## src/kls_pkg.sv

```systemverilog
// ---------------------------------------------------------------------------
// Kth largest top-k stream package
// Widths, defaults and the link types passed along the chain of cells.
// ---------------------------------------------------------------------------
package kls_pkg;

   localparam int DATA_W       = 32;
   localparam int K_RANK_W     = 5;
   localparam int K_RANK_LIM   = 2 ** K_RANK_W;
   localparam int K_MAX_DEF    = 16;
   localparam logic [K_RANK_W-1:0] K_RANK_RESET = K_RANK_W'(1);

   typedef logic signed [DATA_W-1:0] data_type;

   typedef struct packed {
      data_type val;
      logic     valid;
      logic     take;
   } cell_link_type;

   typedef struct packed {
      data_type val;
      logic     valid;
   } cell_next_type;

endpackage

```

## src/kls_cell.sv

```systemverilog
// ---------------------------------------------------------------------------
// Kth largest top-k stream cell
// One slot of the descending sorted store; it takes the new value, takes its
// left neighbor's value, or keeps its own.
// ---------------------------------------------------------------------------
module kls_cell (
   input  logic                  clock,
   input  logic                  reset,
   input  logic                  step,
   input  logic                  clear,
   input  logic                  allow,
   input  kls_pkg::data_type     value,
   input  kls_pkg::cell_link_type prev,
   output kls_pkg::cell_link_type link,
   output kls_pkg::cell_next_type nxt
);
   import kls_pkg::*;

   data_type val_ff;
   data_type val_in;
   logic     valid_ff;
   logic     valid_in;
   logic     take;

   always_comb begin
      take = !valid_ff || (value > val_ff);
      if (!take) begin
         val_in = val_ff;
      end else if (prev.take) begin
         val_in = prev.val;
      end else begin
         val_in = value;
      end
      nxt.val   = val_in;
      nxt.valid = prev.valid && allow;
      valid_in  = clear ? 1'b0 : nxt.valid;
   end

   always_ff @(posedge clock) begin
      if (reset) begin
         valid_ff <= 1'b0;
      end else if (step) begin
         valid_ff <= valid_in;
      end
   end

   always_ff @(posedge clock) begin
      if (step) begin
         val_ff <= val_in;
      end
   end

   assign link.val   = val_ff;
   assign link.valid = valid_ff;
   assign link.take  = take;

endmodule

```

## src/kth_largest_top_k_stream_top.sv

```systemverilog
// The result of a set is registered in the output or skid buffer when its last beat is accepted.
// Throughput: one beat per cycle while the skid buffer is empty; every cell compares and shifts in the same cycle.
// The store is empty again in the cycle after a last beat, so sets follow back to back.
// A two-entry output buffer lets input continue while one result waits.
// Reset is synchronous and active high; it empties the store and sets k to one.
// ---------------------------------------------------------------------------
// Kth largest top-k stream top level
// Keeps the k largest values of a set in a chain of sorted cells and reports
// the kth largest on the last beat of each set.
// ---------------------------------------------------------------------------
module kth_largest_top_k_stream_top #(
   parameter int K_MAX = kls_pkg::K_MAX_DEF
) (
   input  logic                          clock,
   input  logic                          reset,
   input  logic                          csr_wen,
   input  logic [kls_pkg::K_RANK_W-1:0]  csr_wdata,
   input  logic                          req_tvalid,
   output logic                          req_tready,
   input  logic [kls_pkg::DATA_W-1:0]    req_tdata,   // [31:0] value
   input  logic                          req_tlast,
   output logic                          rsp_tvalid,
   input  logic                          rsp_tready,
   output logic [kls_pkg::DATA_W-1:0]    rsp_tdata,   // [31:0] kth_value
   output logic [0:0]                    rsp_tuser    // [0] short_set
);
   import kls_pkg::*;

   logic [K_RANK_W-1:0] k_rank_ff;
   logic [K_RANK_W-1:0] k_rank_in;

   logic          step;
   logic          res_valid;
   data_type      res_val;
   logic          res_short;
   logic          allow [K_MAX];
   cell_link_type link  [K_MAX];
   cell_link_type prev  [K_MAX];
   cell_next_type nxt   [K_MAX];

   logic     out_valid_ff, out_valid_in;
   data_type out_val_ff, out_val_in;
   logic     out_short_ff, out_short_in;
   logic     skid_valid_ff, skid_valid_in;
   data_type skid_val_ff, skid_val_in;
   logic     skid_short_ff, skid_short_in;

   assign k_rank_in = csr_wen ? csr_wdata : k_rank_ff;

   always_ff @(posedge clock) begin
      if (reset) begin
         k_rank_ff <= K_RANK_RESET;
      end else begin
         k_rank_ff <= k_rank_in;
      end
   end

   assign req_tready = !skid_valid_ff;
   assign step       = req_tvalid && req_tready;
   assign res_valid  = step && req_tlast;

   for (genvar g = 0; g < K_MAX; g++) begin : g_cell
      if (g < K_RANK_LIM) begin : g_lim
         assign allow[g] = (g == 0) || (K_RANK_W'(g) < k_rank_ff);
      end else begin : g_off
         assign allow[g] = 1'b0;
      end

      if (g == 0) begin : g_head
         assign prev[g] = '{val: '0, valid: 1'b1, take: 1'b0};
      end else begin : g_body
         assign prev[g] = link[g-1];
      end

      kls_cell u_cell (
         .clock (clock),
         .reset (reset),
         .step  (step),
         .clear (req_tlast),
         .allow (allow[g]),
         .value (data_type'(req_tdata)),
         .prev  (prev[g]),
         .link  (link[g]),
         .nxt   (nxt[g])
      );
   end

   always_comb begin
      logic tail;
      logic klast;
      res_val   = '0;
      res_short = 1'b0;
      for (int i = 0; i < K_MAX; i++) begin
         if (i == K_MAX - 1) begin
            tail  = nxt[i].valid;
            klast = allow[i];
         end else begin
            tail  = nxt[i].valid && !nxt[i+1].valid;
            klast = allow[i] && !allow[i+1];
         end
         res_val   = res_val | (tail ? nxt[i].val : data_type'(0));
         res_short = res_short | (klast && !nxt[i].valid);
      end
   end

   always_comb begin
      out_valid_in  = out_valid_ff;
      out_val_in    = out_val_ff;
      out_short_in  = out_short_ff;
      skid_valid_in = skid_valid_ff;
      skid_val_in   = skid_val_ff;
      skid_short_in = skid_short_ff;
      if (skid_valid_ff) begin
         if (rsp_tready) begin
            out_val_in    = skid_val_ff;
            out_short_in  = skid_short_ff;
            skid_valid_in = 1'b0;
         end
      end else if (res_valid) begin
         if (!out_valid_ff || rsp_tready) begin
            out_valid_in = 1'b1;
            out_val_in   = res_val;
            out_short_in = res_short;
         end else begin
            skid_valid_in = 1'b1;
            skid_val_in   = res_val;
            skid_short_in = res_short;
         end
      end else if (rsp_tready) begin
         out_valid_in = 1'b0;
      end
   end

   always_ff @(posedge clock) begin
      if (reset) begin
         out_valid_ff  <= 1'b0;
         skid_valid_ff <= 1'b0;
      end else begin
         out_valid_ff  <= out_valid_in;
         skid_valid_ff <= skid_valid_in;
      end
   end

   always_ff @(posedge clock) begin
      out_val_ff    <= out_val_in;
      out_short_ff  <= out_short_in;
      skid_val_ff   <= skid_val_in;
      skid_short_ff <= skid_short_in;
   end

   assign rsp_tvalid   = out_valid_ff;
   assign rsp_tdata    = out_val_ff;
   assign rsp_tuser[0] = out_short_ff;

endmodule

```

## config.mk

```make
export PLATFORM = sky130hd
export DESIGN_NAME = kth_largest_top_k_stream_top
export DESIGN_NICKNAME = d
export VERILOG_FILES = /design/src/kls_pkg.sv /design/src/kls_cell.sv /design/src/kth_largest_top_k_stream_top.sv
export SDC_FILE = /design/constraint.sdc
export NUM_CORES = 2
export LEC_CHECK = 0
export BUFFER_PORTS_ARGS = -buffer_cell sky130_fd_sc_hd__buf_2
export CORE_MARGIN = 1.5
export CORE_UTILIZATION = 25
export CTS_CLUSTER_SIZE = 28
export DETAILED_ROUTE_END_ITERATION = 7
export HOLD_SLACK_MARGIN = 0.06
export PLACE_DENSITY = 0.39
export SYNTH_ARGS = -nofsm -noshare
export SYNTH_HDL_FRONTEND = slang
export SYNTH_SLANG_ARGS = --single-unit
```

## constraint.sdc

```tcl
create_clock -name clock -period 24.2 [get_ports clock]
set_input_delay 7.26 -clock clock [delete_from_list [all_inputs] [get_ports clock]]
set_output_delay 7.26 -clock clock [all_outputs]
set_load 0.02 [all_outputs]
```

==> summary.txt <==
Synthesis
  – Syn avg cell area: between 9 and 10 um2
  – Seq/Total Area, Yosys: between 30% and 40%
  – Post-Synthesis Cells: around 5400
  – Yosys Warn Count: 0
  – Top-area cell type share of the netlist area: 35.8%
  – Top-count cell post-synth: edfxtp_1
  – Largest area contributor in the netlist: edfxtp_1
  – Top_reg_cell synth: edfxtp_1
  – Post-synth EDFFs: 578
  – Syn Nets: between 5000 and 6000
  – Largest cells by area after synthesis: edfxtp_1 (36%), ha_1 (13%), mux2i_1 (5.8%)
  – Post-synthesis cell type count: 85
  – Commonest cells post-synth: edfxtp_1 (578), inv_1 (539), ha_1 (512), a21oi_1 (502), nand2_1 (440)
  – Number of synthesized register bits: between 600 and 700
  – Ys async rst share: 0%
  – Post-Syn Area: 48400 um2

Critical path
  – CP arrival: 13250 ps
  – FF-to-FF path depth: 13
  – WP depth: 14
  – Endpoint class of the critical path: register
  – Worst setup path endpoint: rsp_tdata[12]
  – Crit. Startpoint: req_tdata[14]
  – Worst r2r dst: rsp_tdata[12]
  – Critical Path, Cell by Cell: buf_2 > buf_4 > ha_1 > nand4_1 > nor4_1 > a21boi_0 > o31a_1 > o21a_4 > buf_4 > mux2i_1 > a2111oi_0 > a2111oi_0 > and4_1 > a41oi_1
  – Crit-path leading delay family: compound AO/OA/AOI/OAI gates
  – CP Buf/Inv Count: 3
  – Slowest stage delay, CP: 980 ps
  – Reg2Reg Setup Slack: 17970 ps
  – Crit-path slowest cell: nor4_1
  – Startpoint class of the critical path: input port
  – CP Max Fanout: 64
  – Worst endpoint required time: 24590 ps
  – Crit Path Class: in2reg
  – Reg2reg start: g_cell[12].u_cell.val_ff[14]

Final layout
  – Layout cells sized above 1: under 10%
  – Nets: 5862
  – Non-Filler Instances: 7908
  – Finished Cell Area: 54500 um2
  – Final Util: between 20 and 30%
  – Synth-to-Final Area Change: 12.5%

CTS
  – Post-CTS Setup Inserts: 0
  – Max H-tree Level: 3
  – CTS tree: done
  – Clk buf depth: 3
  – Clock transition at path regs: about 60 ps
  – Root Buffer: clkbuf_16
  – Post-CTS sizing: 0
  – Total CTS buffers: 87
  – Clock Latency Late Sink: ~730 ps
  – Sink Count: 601
  – Hold_buf cts: 0

Die
  – Horiz. Die Dim: 443 um
  – Ports: 78
  – Die area: 196000 um2
  – Chip height: 443 um
  – Cell row count: 161
  – Core Region: 193000 um2
  – Initial Util: 25.1%

Route
  – WL/cell: between 20 and 30 um
  – ANT nets after route: 0
  – Routed vias/inst: 5.43
  – Iter 0 DRT Violations: between 4000 and 5000
  – DR vias: 42900
  – Routed WL: 228000 um
  – DRT Pass-1 Iters: 6
  – # DRC: 0

Place
  – # port buffers: 77
  – Placed Area: between 50000 and 60000 um2
  – Post-DP HPWL: about 170000 um
  – RePlAce Congestion: around 0.91
  – Post-Place Worst Slack: 10730 ps
  – Placed cells: 7743

Worst hold path
  – Hold depth: 2
  – Hold Crit Class: reg2reg

Global route
  – Vias in the first global route: 41200
  – Gr ovfl total: 0
  – Largest net degree at the start of global routing: around 140
  – First-pass GRT wire length: 319000 um
  – Tot GR Track Use: 22.5%
  – Initial antenna violation count: 9

STA
  – Setup slack after layout: 11340 ps
  – Final Hold Vio Count: 0
  – RSZ-0062 raised after global routing: no
  – Measured slew at the worst slew-check pin: 1410 ps
  – Fmax: between 70 and 80 MHz
  – Finish-stage setup viols: 0
  – Hold Slack: 515 ps
  – Max-slew headroom: 5.43%
  – Fin Clk Skew: 31.3 ps
  – Fin. max-slew vios: 0
  – Setup TNS: 0 ps
  – Fin crit period: 12860 ps
  – Final period utilization: 53.1%

Power and ir drop
  – Power per cell area: 58.0 nW/um2
  – Tot Pwr: 3.16 mW
  – Worst vdd ir: between 0.04 and 0.05 mV
  – Leak Pwr: approximately 23 nW

Run
  – Total of max-cap violations: 0

Run status
  – Status: finished clean
## final cells by class
cell class	instances	area, um2
Fill cell	20600	138000
Multi-Input combinational cell	3857	27300
Sequential cell	601	17800
Tap cell	2526	3160
Clock buffer	116	2340
Inverter	540	2030
Timing Repair Buffer	220	1480
Clock inverter	45	375
Antenna cell	3	7.51
## worst register-to-register path, delay by kind of cell, from the launching register on
kind | cells | cell delay, ps
AO/OA/AOI/OAI | 6 | 2430
AND/OR/NAND/NOR | 3 | 1590
buffers and inverters | 2 | 800
flip-flops | 1 | 380
multiplexers | 1 | 380
adder cells (fa/ha/maj) | 1 | 310
## sequential cells by signal, summed over array words and instances, names as in the netlist
| register | flops |
|---|---|
| rsp_tuser | 1 |
| g_cell.u_cell.val_ff | 512 |
| rsp_tvalid | 1 |
| rsp_tdata | 32 |
| g_cell.u_cell.valid_ff | 16 |
| skid_val_ff | 32 |
| skid_valid_ff | 1 |
| skid_short_ff | 1 |
| k_rank_ff | 5 |
## kinds of logic after synthesis
family	Yosys count	synth area share, %
flops	601	36.8
mux	318	6.67
compound gates	1699	23.1
fa+ha+maj	512	13.2
buf+inv	918	7.45
simple gates	1328	12.8
## cell usage in the layout (no fill, tap or decap), types with 29 or more instances in the layout
master     instances
nand2_1          437
o21ai_0          197
edfxtp_1         578
nand3_1           88
mux2_2            36
nor3_1            42
and2_1            44
ha_1             512
and4_1            55
a21oi_1          501
a211oi_1         125
a21o_1            29
nor2_1           418
a2111oi_0         82
buf_4            136
mux2i_1          282
o211ai_1          53
a221oi_1          50
buf_2             81
nand4_1          115
o31ai_1           34
a22oi_1          172
a32oi_1           33
o21a_1            50
inv_1            537
a31oi_1          210
clkbuf_16         89
## layer usage
metal | GRT usage, % | part of all wire [%]
met4 | 7.18 | 3.5
met2 | 37.7 | 47
met1 | 29.9 | 44
met5 | 0 | 0
met3 | 2.94 | 4.9
## power breakdown
group	leakage [nW]	switching (mW)	internal (mW)
Combinational	15.7	0.376	0.193
Sequential	5.79	0.0657	1.23
Clock	1.33	0.555	0.740
Total	22.9	0.996	2.16
## how the worst min path moves through the flow
stage | start | to | slack (ps)
final | rsp_tvalid | rsp_tvalid | 510
after global routing | g_cell[15].u_cell.valid_ff | g_cell[15].u_cell.valid_ff | 560
after CTS | rsp_tvalid | rsp_tvalid | 510
after detailed placement | rsp_tvalid | rsp_tvalid | 500
after global placement | rsp_tvalid | rsp_tvalid | 510
after floorplan | g_cell[15].u_cell.valid_ff | g_cell[15].u_cell.valid_ff | 460
(Power assumes the default switching activity.)
